===== src/assert_macros.svh =====
// Assertion macros shared by the page store RTL.
// Define ASSERT_OFF to compile the checks out.
`ifndef ASSERT_MACROS_SVH
`define ASSERT_MACROS_SVH

`ifndef ASSERT_OFF

// Clocked check, masked while reset is held.
`define ASSERT_CLK(label, clk, rst_n, prop) \
    label: assert property (@(posedge clk) disable iff (!rst_n) prop) \
        else $error("%m: check failed");

// Clocked check that also runs through reset.
`define ASSERT_NORST(label, clk, prop) \
    label: assert property (@(posedge clk) prop) \
        else $error("%m: check failed");

`else

`define ASSERT_CLK(label, clk, rst_n, prop)
`define ASSERT_NORST(label, clk, prop)

`endif

`endif


===== src/lpr_pkg.sv =====
// Shared constants, types and helpers for the LRU page store.
// No dependencies; every RTL module imports this package.
package lpr_pkg;

    localparam int ENTRIES       = 16;
    localparam int PAGE_BITS     = 20;
    localparam int SLOT_BITS     = $clog2(ENTRIES);
    localparam int RANK_BITS     = SLOT_BITS;
    localparam int CNT_BITS      = $clog2(ENTRIES + 1);
    localparam int ACT_BITS      = 5;
    localparam int SLOT_OUT_BITS = 4;
    localparam int STAT_BITS     = 32;
    localparam int ACT_RESET     = 16;

    typedef logic [SLOT_BITS-1:0]     slot_t;
    typedef logic [PAGE_BITS-1:0]     page_t;
    typedef logic [RANK_BITS-1:0]     rank_t;
    typedef logic [CNT_BITS-1:0]      cnt_t;
    typedef logic [ACT_BITS-1:0]      act_t;
    typedef logic [SLOT_OUT_BITS-1:0] slot_out_t;
    typedef logic [STAT_BITS-1:0]     stat_t;

    // ranks saturate at the oldest position the store can hold
    localparam rank_t RANK_MAX = rank_t'(ENTRIES - 1);

    // One slot as seen through the store's read port
    typedef struct packed {
        logic  valid;
        page_t tag;
        rank_t rank;
    } entry_rd_t;

    // Commit of one access into the store
    typedef struct packed {
        logic  en;
        logic  hit;
        slot_t slot;
        page_t page;
        cnt_t  n;
    } upd_cmd_t;

    // What the scan found over the active slots
    typedef struct packed {
        logic  hit;
        slot_t hit_idx;
        logic  empty;
        slot_t empty_idx;
        slot_t best_idx;
    } scan_res_t;

    function automatic slot_out_t to_slot_out(slot_t s);
        logic [SLOT_BITS+SLOT_OUT_BITS-1:0] w;
        w = {{SLOT_OUT_BITS{1'b0}}, s};
        return w[SLOT_OUT_BITS-1:0];
    endfunction

endpackage


===== src/lru_page_replacement.sv =====
// Fully associative page store with true LRU replacement.
// Operation: an accepted beat scans one slot per cycle (stops early on a hit)
// through the single-slot scan port of the store, then an update state that
// waits for the output to be free; one access is in flight at a time, and a
// new beat is taken only when the block is idle.
// Reset (aresetn low, synchronous): valid marks, ranks and counters clear,
// active_entries returns to 16; no clearing pass.
`include "assert_macros.svh"

module lru_page_replacement (
    input  logic                    aclk,
    input  logic                    aresetn,
    input  logic                    s_valid,
    output logic                    s_ready,
    input  lpr_pkg::page_t          s_page,
    output logic                    m_valid,
    input  logic                    m_ready,
    output logic                    m_hit,
    output lpr_pkg::slot_out_t      m_slot,
    output logic                    m_evicted_valid,
    output lpr_pkg::page_t          m_evicted_page,
    output lpr_pkg::stat_t          m_hits_so_far,
    output lpr_pkg::stat_t          m_accesses_so_far,
    input  logic                    cfg_valid,
    output logic                    cfg_ready,
    input  lpr_pkg::act_t           cfg_data
);
    import lpr_pkg::*;

    typedef enum logic [2:0] {
        S_IDLE = 3'b001,
        S_SCAN = 3'b010,
        S_UPD  = 3'b100
    } state_t;

    state_t    state_reg, state_next;
    slot_t     idx_reg;
    page_t     page_reg;
    act_t      act_reg;
    stat_t     hit_cnt_reg, acc_cnt_reg;
    logic      m_valid_reg;
    logic      m_hit_reg;
    slot_out_t m_slot_reg;
    logic      m_ev_valid_reg;
    page_t     m_ev_page_reg;
    stat_t     m_hits_reg, m_acc_reg;

    cnt_t      n_act;
    logic      last;
    logic      accept;
    logic      commit;
    logic      match;
    logic      evict;
    slot_t     sel_slot;
    slot_t     rd_idx;
    entry_rd_t rd_entry;
    scan_res_t res;
    upd_cmd_t  upd;
    stat_t     hit_cnt_inc, acc_cnt_inc;

    always_comb begin
        if (act_reg == '0) begin
            n_act = CNT_BITS'(1);
        end else if (int'(act_reg) > ENTRIES) begin
            n_act = CNT_BITS'(ENTRIES);
        end else begin
            n_act = CNT_BITS'(act_reg);
        end
    end

    assign last      = CNT_BITS'(idx_reg) == (n_act - CNT_BITS'(1));
    assign s_ready   = state_reg == S_IDLE;
    assign cfg_ready = 1'b1;
    assign accept    = s_valid && s_ready;
    assign commit    = (state_reg == S_UPD) && (!m_valid_reg || m_ready);

    assign evict    = !res.hit && !res.empty;
    assign sel_slot = res.hit ? res.hit_idx : (res.empty ? res.empty_idx : res.best_idx);
    // during the update cycle the read port shows the old tag of the victim
    assign rd_idx   = (state_reg == S_UPD) ? sel_slot : idx_reg;

    assign upd.en   = commit;
    assign upd.hit  = res.hit;
    assign upd.slot = sel_slot;
    assign upd.page = page_reg;
    assign upd.n    = n_act;

    assign hit_cnt_inc = hit_cnt_reg + stat_t'(1);
    assign acc_cnt_inc = acc_cnt_reg + stat_t'(1);

    lpr_store u_store (
        .aclk     (aclk),
        .aresetn  (aresetn),
        .rd_idx   (rd_idx),
        .rd_entry (rd_entry),
        .upd      (upd)
    );

    lpr_scan u_scan (
        .aclk     (aclk),
        .start    (accept),
        .step     (state_reg == S_SCAN),
        .idx      (idx_reg),
        .page     (page_reg),
        .rd_entry (rd_entry),
        .match    (match),
        .res      (res)
    );

    always_comb begin
        state_next = state_reg;
        unique case (state_reg)
            S_IDLE: begin
                if (s_valid) begin
                    state_next = S_SCAN;
                end
            end
            S_SCAN: begin
                if (match || last) begin
                    state_next = S_UPD;
                end
            end
            S_UPD: begin
                if (commit) begin
                    state_next = S_IDLE;
                end
            end
            default: state_next = S_IDLE;
        endcase
    end

    always_ff @(posedge aclk) begin
        if (!aresetn) begin
            state_reg   <= S_IDLE;
            act_reg     <= ACT_BITS'(ACT_RESET);
            hit_cnt_reg <= '0;
            acc_cnt_reg <= '0;
            m_valid_reg <= 1'b0;
        end else begin
            state_reg <= state_next;
            if (cfg_valid && cfg_ready) begin
                act_reg <= cfg_data;
            end
            if (commit) begin
                acc_cnt_reg <= acc_cnt_inc;
                if (res.hit) begin
                    hit_cnt_reg <= hit_cnt_inc;
                end
                m_valid_reg <= 1'b1;
            end else if (m_ready) begin
                m_valid_reg <= 1'b0;
            end
        end
    end

    always_ff @(posedge aclk) begin
        if (accept) begin
            page_reg <= s_page;
            idx_reg  <= '0;
        end else if (state_reg == S_SCAN) begin
            idx_reg <= idx_reg + slot_t'(1);
        end
        if (commit) begin
            m_hit_reg      <= res.hit;
            m_slot_reg     <= to_slot_out(sel_slot);
            m_ev_valid_reg <= evict;
            m_ev_page_reg  <= evict ? rd_entry.tag : '0;
            m_hits_reg     <= res.hit ? hit_cnt_inc : hit_cnt_reg;
            m_acc_reg      <= acc_cnt_inc;
        end
    end

    assign m_valid           = m_valid_reg;
    assign m_hit             = m_hit_reg;
    assign m_slot            = m_slot_reg;
    assign m_evicted_valid   = m_ev_valid_reg;
    assign m_evicted_page    = m_ev_page_reg;
    assign m_hits_so_far     = m_hits_reg;
    assign m_accesses_so_far = m_acc_reg;

    `ASSERT_NORST(a_rst_idle, aclk, !aresetn |=> (state_reg == S_IDLE) && !m_valid_reg)
    `ASSERT_CLK(a_out_from_upd, aclk, aresetn, $rose(m_valid_reg) |-> $past(state_reg == S_UPD))
    `ASSERT_CLK(a_scan_range, aclk, aresetn, (state_reg == S_SCAN) |-> (CNT_BITS'(idx_reg) < n_act))
    `ASSERT_CLK(a_acc_step, aclk, aresetn, commit |=> acc_cnt_reg == $past(acc_cnt_reg) + stat_t'(1))
    `ASSERT_CLK(a_hit_no_evict, aclk, aresetn, m_valid_reg && m_hit_reg |-> !m_ev_valid_reg)

endmodule


===== src/lpr_store.sv =====
// Slot storage: tags, valid marks and recency ranks, with the LRU rank update.
// Depends on lpr_pkg and assert_macros.svh.
`include "assert_macros.svh"

module lpr_store (
    input  logic                 aclk,
    input  logic                 aresetn,
    input  lpr_pkg::slot_t       rd_idx,
    output lpr_pkg::entry_rd_t   rd_entry,
    input  lpr_pkg::upd_cmd_t    upd
);
    import lpr_pkg::*;

    page_t               tag_reg   [ENTRIES];
    logic [ENTRIES-1:0]  valid_reg;
    logic [ENTRIES-1:0]  valid_next;
    rank_t               rank_reg  [ENTRIES];
    rank_t               rank_next [ENTRIES];
    logic [RANK_BITS:0]  limit;

    assign rd_entry.valid = valid_reg[rd_idx];
    assign rd_entry.tag   = tag_reg[rd_idx];
    assign rd_entry.rank  = rank_reg[rd_idx];

    // a hit only ages entries younger than the one touched
    assign limit = upd.hit ? {1'b0, rank_reg[upd.slot]} : (RANK_BITS + 1)'(ENTRIES);

    always_comb begin
        valid_next = valid_reg;
        for (int i = 0; i < ENTRIES; i++) begin
            rank_next[i] = rank_reg[i];
            if (upd.en) begin
                if (SLOT_BITS'(i) == upd.slot) begin
                    rank_next[i]  = '0;
                    valid_next[i] = 1'b1;
                end else if ((CNT_BITS'(i) < upd.n) && valid_reg[i] &&
                             ({1'b0, rank_reg[i]} < limit) && (rank_reg[i] != RANK_MAX)) begin
                    rank_next[i] = rank_reg[i] + rank_t'(1);
                end
            end
        end
    end

    always_ff @(posedge aclk) begin
        if (!aresetn) begin
            valid_reg <= '0;
            for (int i = 0; i < ENTRIES; i++) begin
                rank_reg[i] <= '0;
            end
        end else begin
            valid_reg <= valid_next;
            for (int i = 0; i < ENTRIES; i++) begin
                rank_reg[i] <= rank_next[i];
            end
        end
    end

    always_ff @(posedge aclk) begin
        if (upd.en && !upd.hit) begin
            tag_reg[upd.slot] <= upd.page;
        end
    end

    `ASSERT_CLK(a_upd_mru, aclk, aresetn, upd.en |=> valid_reg[$past(upd.slot)] && (rank_reg[$past(upd.slot)] == '0))

endmodule


===== src/lpr_scan.sv =====
// Scan unit: one slot per cycle, tracks first hit, first empty slot
// and the oldest entry. Depends on lpr_pkg.
module lpr_scan (
    input  logic                aclk,
    input  logic                start,
    input  logic                step,
    input  lpr_pkg::slot_t      idx,
    input  lpr_pkg::page_t      page,
    input  lpr_pkg::entry_rd_t  rd_entry,
    output logic                match,
    output lpr_pkg::scan_res_t  res
);
    import lpr_pkg::*;

    logic  hit_reg;
    slot_t hit_idx_reg;
    logic  empty_reg;
    slot_t empty_idx_reg;
    rank_t best_rank_reg;
    slot_t best_idx_reg;

    assign match = rd_entry.valid && (rd_entry.tag == page);

    assign res.hit       = hit_reg;
    assign res.hit_idx   = hit_idx_reg;
    assign res.empty     = empty_reg;
    assign res.empty_idx = empty_idx_reg;
    assign res.best_idx  = best_idx_reg;

    always_ff @(posedge aclk) begin
        if (start) begin
            hit_reg       <= 1'b0;
            hit_idx_reg   <= '0;
            empty_reg     <= 1'b0;
            empty_idx_reg <= '0;
            best_rank_reg <= '0;
            best_idx_reg  <= '0;
        end else if (step) begin
            if (match && !hit_reg) begin
                hit_reg     <= 1'b1;
                hit_idx_reg <= idx;
            end
            if (!rd_entry.valid && !empty_reg) begin
                empty_reg     <= 1'b1;
                empty_idx_reg <= idx;
            end
            // strict compare keeps the lowest index on a tie
            if (rd_entry.rank > best_rank_reg) begin
                best_rank_reg <= rd_entry.rank;
                best_idx_reg  <= idx;
            end
        end
    end

endmodule


===== config.mk =====
export PLATFORM = sky130hd
export DESIGN_NAME = lru_page_replacement
export DESIGN_NICKNAME = d
export VERILOG_FILES = /design/src/lpr_pkg.sv /design/src/lru_page_replacement.sv /design/src/lpr_store.sv /design/src/lpr_scan.sv
export VERILOG_INCLUDE_DIRS = /design/src /design/src/src
export SDC_FILE = /design/constraint.sdc
export NUM_CORES = 1
export LEC_CHECK = 0
export ABC_AREA = 1
export BUFFER_PORTS_ARGS = -buffer_cell sky130_fd_sc_hd__buf_2
export CORE_MARGIN = 2
export CORE_UTILIZATION = 60
export CTS_CLUSTER_DIAMETER = 200
export DETAILED_ROUTE_END_ITERATION = 8
export PLACE_DENSITY = 0.87
export SYNTH_ARGS = -nofsm -noshare
export SYNTH_HDL_FRONTEND = slang
export SYNTH_HIERARCHICAL = 1
export SYNTH_SLANG_ARGS = --single-unit
export TNS_END_PERCENT = 50

===== constraint.sdc =====
create_clock -name aclk -period 6.1 [get_ports aclk]
set_input_delay 0.61 -clock aclk [delete_from_list [all_inputs] [get_ports aclk]]
set_output_delay 0.61 -clock aclk [all_outputs]
set_load 0.02 [all_outputs]

# Word-level counts from Yosys, hierarchy flattened
# Memory sizes are Yosys's and may differ from the RTL's.
# Cells that the tools add are included.
# classes
n_addsub	20
mul	0
div	0
n_lt_le_gt_ge	35
n_eq_ne	39
shifts	0
muxes	83
bitwise	16
n_reduce_logical	84
# ops
cell	count
4-bit two-way mux	67
4-bit by 5-bit < comparator with 1-bit output	16
4-bit by 1-bit adder with 4-bit output (second input constant)	17
32-bit by 1-bit adder with 32-bit output (second input constant)	2
4-bit inequality test (second input constant)	16
1-bit logical AND	55
4-bit by 5-bit < comparator with 1-bit output (first input constant)	8
2-bit AND reduction	19
4-bit equality test (first input constant)	8
32-bit two-way mux	1
20-bit equality test	1
3-bit by 5-bit < comparator with 1-bit output (first input constant)	4
3-bit by 4-bit equality test with 1-bit output (first input constant)	4
1-bit OR	16
5-bit two-way mux	3
1-bit by 5-bit < comparator with 1-bit output (first input constant)	2
2-bit by 5-bit < comparator with 1-bit output (first input constant)	2
3-bit two-way mux	3
3-bit case mux with 3 select lines	1
2-bit by 4-bit equality test with 1-bit output (first input constant)	2
1-bit two-way mux	7
2-bit inequality test (second input constant)	3
4-bit by 5-bit equality test with 1-bit output	1
5-bit > comparator (second input constant)	1
14 further kinds	18
# word_totals
regBits	221
latchBits	0
ram_bits	384
romBits	0
out_inout_bits	93
word_cells	314
mem_count	2
# memory_table
name	words	width	read_ports	rd_ports_with_merged_regs	wr	line	rtl
u_store.tag_reg	16	20	1	0	1	lpr_store.sv:14	page_t tag_reg [ENTRIES];
u_store.rank_reg	16	4	18	0	16	lpr_store.sv:17	rank_t rank_reg [ENTRIES];

# Longest topological paths before layout
# Gate-level depths: netlist of the first run.
# depth
ltp_word	11
ltp_mapped	27

# By module
# Netlist of the first run, hierarchy kept.
# by_module_without_submodules
mod	n_inst	cells_per_inst	area_each_um2
lpr_store	1	1874	19562.5
lru_page_replacement	1	924	8455.6
lpr_scan	1	198	1179.9

# Least setup slack after synthesis of the first run
# No wires, ideal clock.
# synth_path
path_kind	reg2reg
from	register u_scan.hit_reg
to	memory u_store/rank_reg[13][0] in the netlist's numbering
setup_time_ns	0.132
arrival_time_ns	4.334
required_time_ns	5.968
setup_slack_ns	1.634
path_stages_with_launch	19
path_cell_list	dfxtp_1 > buf_4 > clkbuf_1 > a21oi_1 > a21oi_1 > inv_2 > nand2_2 > inv_1 > a22oi_1 > a21oi_1 > or2_2 > o31ai_1 > ha_1 > a21oi_1 > nor2_1 > nor4_2 > nand2_1 > nand3_1 > a21oi_1
# synth_lines
element	line	rtl
start: declaration	lpr_scan.sv:15	logic hit_reg;
start signal: assignment	lpr_scan.sv:32	hit_reg <= 1'b0;
start signal: assignment	lpr_scan.sv:40	hit_reg <= 1'b1;
end: declaration	lpr_store.sv:17	

==> metrics, run 1 <==
status completed; I/O Buffers 121; # diodes 0; Clock Sink Count 605; share of cells above drive strength 1 0.1173; Placement Setup Slack 1.474 ns; Iter 0 DRT Violations 2982; Post-synth top cells edfxtp_1, nand2_1, inv_1; H-tree depth 2; FFs w/ async S/R, synth 0; fmax 0.2104 GHz; clock-pin slew on the worst setup and hold paths 0.06 ns; TritonCTS Buffers 58; Setup Crit Path Kind reg2reg; beginning of the worst register-to-register path u_scan/hit_reg; gpl congestion 0.9698; P_int 7005 uW; post_cts resized 0; Routed Antenna Nets 0; Synth Cell Area 29200 sq um; die width 224.6 um; Clk Latency, worst-skew pair 0.64 ns; final hold vios 0; Net Count, Synth 3098; Area growth, synth to finish 10.47%; worst setup margin 1.346 ns; WL per Instance 21.03 um; CTS root buf clkbuf_16; Seq/Total Area, Yosys 0.5622; Post-CTS Repair Setup Buffers 0; RSZ-0062 raised after global routing no; Hold Crit Class in2reg; total track usage 0.3078; CTS max path bufs 3; Initial Util 0.6103; post-layout min period 4.754 ns; Post-synth EDFFs 430; Levels on crit path 19; R2R Setup Slk 1.35 ns; Pins Over Slew Limit 0; Seq pwr share 0.484; I/O pins 123; WHS Path Cells 1; CP delay by family, top buffers and inverters; Worst Max-Slew Pin Slew 1.184 ns; WP buf/inv 5; Post-DP HPWL 49310 um; Die ar. 50440 sq um; max-cap violations 0; Worst path slowest cell buf_4; Worst Hold Launch s_page[0]; First-pass DRT Iterations 6; most frequent cell after synthesis edfxtp_1; Net Sw Frac 0.2862; Switch Pwr 2808 uW; CTS tree done; Arrival @ worst endpoint 5.28 ns; grt total ovfl 0; Die Y 224.6 um; Crit path required time 6.63 ns; Slew HR 0.2107; initial antenna violation count 0; fillers 3411; # nets final 3193; total number of vias 23198; Yosys Warn Count 6; final setup fails 0; cell taking the most area after synthesis edfxtp_1; Max rail drop VDD 0.2970 mV; cell mode on critical path o21ai_0; vias in the first global route 22009; final worst-path cycle share 0.7793; post-synthesis cell type count 59; kind of end point of the critical path flop; top_reg_cell synth edfxtp_1; Core Region 47850 sq um; CP Launch Point u_scan/hit_reg; slowest stage delay, CP 0.82 ns; synth top area cells edfxtp_1, dfxtp_1, nand2_1; worst clock skew 0.02978 ns; critical-path cell list inv_1 -> nor2_1 -> a21oi_1 -> buf_4 -> nand2_1 -> o21ai_4 -> inv_2 -> buf_4 -> o21ai_0 -> o21ai_0 -> o22ai_1 -> o21ai_0 -> ha_1 -> nand2_1 -> o21ai_0 -> nand2_1 -> inv_1 -> o21ai_0 -> a21oi_1; max reg flops 320; CTS Hold Bufs 0; R2R cell count 19; Post-Route Setup TNS 0 ns; global-route wire length before repair 121100 um; largest net degree at the start of global routing 161; Pleak 0.01248 uW; DRC viols 0; crit start category flop; Syn Area/Cell 9.746 sq um; Syn Inst Count 2996; Synth Register Bits 605; Cell Pwr Density 304.2 nW/um^2; post-synth top area share 0.4422; vias per std cell 6.181; row count 80; Clk pwr share 0.356; final WL 78920 um; Comb power frac 0.160; CP Max Fanout 97
[cells in the final DEF (no fill, tap or decap), types with 76 or more instances in the layout]
| master | Yosys | layout |
|---|---|---|
| dfxtp_1 | 175 | 174 |
| o21ai_0 | 230 | 225 |
| nor2_1 | 224 | 207 |
| mux2i_1 | 76 | 76 |
| nand2_1 | 395 | 395 |
| inv_1 | 377 | 376 |
| buf_2 | 33 | 121 |
| o211ai_1 | 77 | 77 |
| a21oi_1 | 247 | 247 |
| xor2_1 | 79 | 79 |
| edfxtp_1 | 430 | 430 |
| nand3_1 | 177 | 177 |
[through the flow]
stage,area [sq um],hold slack (ns),total power (uW),utilization,cells
floorplan,29200,0.4353,5880,-,2996
CTS,32260,0.1131,9822,0.6742,3753
global placement,30430,0.4459,6265,0.6360,3646
detailed placement,30430,0.4613,6337,0.6360,3646
global route,32260,0.1249,10170,0.6742,3753
finish,32260,0.1432,9813,0.6742,3753
[power groups by stage]
stage / Combinational, uW / Sequential, uW / Clock (uW)
6_report: 1570 / 4750 / 3500
5_1_grt: 1720 / 4760 / 3690
4_1_cts: 1540 / 4740 / 3540
3_5_place_dp: 1510 / 4830 / 0
3_3_place_gp: 1450 / 4820 / 0
2_1_floorplan: 1070 / 4810 / 0
[per-layer routing]
metal	GRT usage	wire length, um	share of wire	vias up
met2	0.4993	37070	0.47	1362
li1	-	-	-	10580
met5	0	0	0	-
met1	0.4071	30360	0.38	10997
met3	0.05722	8245	0.10	259
met4	0.1352	3239	0.041	0
[final timing paths]
| kind | to |
|---|---|
| worst max-delay path | u_scan/best_rank_reg[0] |
| worst min register to register | u_scan/best_rank_reg[1] |
| worst max register to register | u_scan/best_rank_reg[0] |
| worst min-delay path | page_reg[0] |
[cells by family after synthesis]
logic type / synth area share
and+or+nand+nor: 0.1555
AOI/OAI and AO/OA: 0.1299
DFF: 0.5622
buffers and inverters: 0.06955
xor gates and xnor gates: 0.02575
muxes: 0.02605
adders and majority gates: 0.03085
other: 0.0001284
[cell type report]
class                           count  area (sq um)  area share
Tap cell                          615         769.5     0.02386
Clock buffer                       73          1528     0.04736
Clock inverter                     34         299.0    0.009271
Sequential cell                   605         16420      0.5090
Inverter                          389          1465     0.04542
Timing Repair Buffer              161         930.9     0.02886
Multi-Input combinational cell   1876         10850      0.3363
[worst register-to-register path, stage by stage (launching register included)]
cell and delay [ns]:
dfxtp_2 0.59, inv_1 0.30, nor2_1 0.15, a21oi_1 0.05, buf_4 0.19, nand2_1 0.12, o21ai_4 0.09, inv_2 0.06
buf_4 0.82, o21ai_0 0.33, o21ai_0 0.36, o22ai_1 0.12, o21ai_0 0.32, ha_1 0.32, nand2_1 0.07, o21ai_0 0.08
nand2_1 0.27, inv_1 0.18, o21ai_0 0.17, a21oi_1 0.06
Note: power is estimated with default switching activity, not from simulation.
==> inputs of run 2 (changes only) <==
Clock period 6.1 ns to 4.9 ns, I/O delays scaled along.
==> run 2 against run 1 <==
Compared with the run above:
- sequential share of layout area decreased by 0.54 points
- clock skew up 0.0075 ns
- core utilization increased by 0.72 points
- final cell count increased by 0.37%
- clock power grew 35%
- non-clock buffer count rose by 10
- critical endpoint is now state_reg[2]
- sequential power is 24% higher
- highest routed layer unchanged
- largest power group unchanged
==> metrics, run 2 (synthesis gave the netlist of run 1 again) <==
status completed; # diodes 0; Pleak 0.01265 uW; commonest non-fill, non-tap cell in the layout edfxtp_1; Clk Latency, worst-skew pair 0.65 ns; Arrival @ worst endpoint 5.05 ns; total number of vias 23409; CTS tree done; Hold Crit Class in2reg; Die Y 224.6 um; final setup fails 0; Die ar. 50440 sq um; Post-DP HPWL 48280 um; Iter 0 DRT Violations 2963; post-layout min period 4.508 ns; H-tree depth 2; share of cells above drive strength 1 0.1228; Setup Crit Path Kind reg2reg; beginning of the worst register-to-register path u_scan/hit_reg; row count 80; WL per Instance 20.82 um; CP Launch Point u_scan/hit_reg; final WL 78410 um; Worst path slowest cell buf_4; gpl congestion 0.9611; CP Max Fanout 81; cell mode on critical path nand2_1; Max rail drop VDD 0.3239 mV; fillers 3385; WP buf/inv 3; Area growth, synth to finish 11.66%; CTS root buf clkbuf_16; Worst Max-Slew Pin Slew 1.303 ns; worst clock skew 0.03731 ns; die width 224.6 um; crit start category flop; Final Hold Slack 0.02341 ns; Worst Hold Launch s_page[1]; slowest stage delay, CP 0.78 ns; largest net degree at the start of global routing 143; I/O pins 123; max reg flops 320; I/O Buffers 121; First-pass DRT Iterations 9; final worst-path cycle share 0.9201; vias per std cell 6.214; Post-CTS Repair Setup Buffers 0; commonest non-fill, non-tap cells in the layout edfxtp_1, nand2_1, inv_1; TritonCTS Buffers 60; vias in the first global route 22568; Initial Util 0.6103; Post-Route Setup TNS 0 ns; CP delay by family, top simple AND/OR/NAND/NOR gates; CTS max path bufs 3; Pins Over Slew Limit 0; Finished Cell Area 32600 sq um; initial antenna violation count 0; RSZ-0062 raised after global routing no; critical-path cell list inv_1 -> nor2_1 -> a21oi_4 -> nand2_1 -> o21ai_4 -> inv_2 -> buf_4 -> o21ai_0 -> o211ai_1 -> nand2_1 -> nand2_1 -> nand2_1 -> nor2_1 -> nand2_1 -> nor2_4 -> and3_2 -> nor2_1 -> nand2_1 -> nand3_1 -> nand2_1 -> nor2_1; Clock Sink Count 605; final hold vios 0; DRC viols 0; total track usage 0.3062; grt total ovfl 0; Slew HR 0.1301; clock-pin slew on the worst setup and hold paths 0.06 ns; Crit path required time 5.44 ns; Cell Pwr Density 386.5 nW/um^2; Core Region 47850 sq um; Routed Antenna Nets 0; dpl cell area 30500 sq um; global-route wire length before repair 120900 um; # nets final 3205; kind of end point of the critical path flop; fmax 0.2218 GHz; max-cap violations 0
==> run 2: area by class of cell <==
class	instances	area, sq um	share of cell area
flip-flops and latches	605	16420	0.5036
multi-input cells	1876	10860	0.3331
clock buffers	87	1754	0.05381
inverters	389	1465	0.04494
repair buffers	171	1041	0.03193
well taps	615	769.5	0.02360
clock inverters	24	296.5	0.009096
==> run 2: worst paths after layout <==
kind,slack (ns),end,cells after the start
worst max-delay path,0.39,state_reg[2],21
worst min-delay path,0.02,page_reg[1],1
worst max register to register,0.39,state_reg[2],21
worst min register to register,0.46,u_scan/best_rank_reg[3],2
==> run 2: power breakdown <==
group / total [uW] / internal [uW] / switching [uW]
combinational: 1970 / 597 / 1370
clock: 4720 / 2750 / 1970
sequential: 5910 / 5730 / 183
total: 12600 / 9080 / 3520
==> run 2: metal layers <==
| metal | vias to the layer above | global-route usage | wire length [um] |
|---|---|---|---|
| li1 | 10594 | - | - |
| met1 | 11096 | 0.3991 | 30250 |
| met2 | 1434 | 0.4992 | 36920 |
| met3 | 285 | 0.05539 | 7732 |
| met4 | 0 | 0.1457 | 3509 |
| met5 | - | 0 | 0 |
==> run 2: per-stage QoR <==
stage / worst slack, ns / power (uW) / instances / util
final: 0.3917 / 12600 / 3767 / 0.6814
after detailed placement: 0.3032 / 7904 / 3652 / 0.6374
after global placement: 0.5648 / 7811 / 3652 / 0.6374
after global routing: 0.07736 / 13040 / 3767 / 0.6814
after floorplan: 0.4337 / 7320 / 2996 / -
after CTS: 0.1246 / 12610 / 3767 / 0.6811
==> run 2: repair_timing <==
item / in CTS / in global routing
endpoints found under the hold margin: 4 / 0
hold buffers: 4 / 0
endpoints found under the setup margin: 0 / 13
resized for setup: 0 / 2
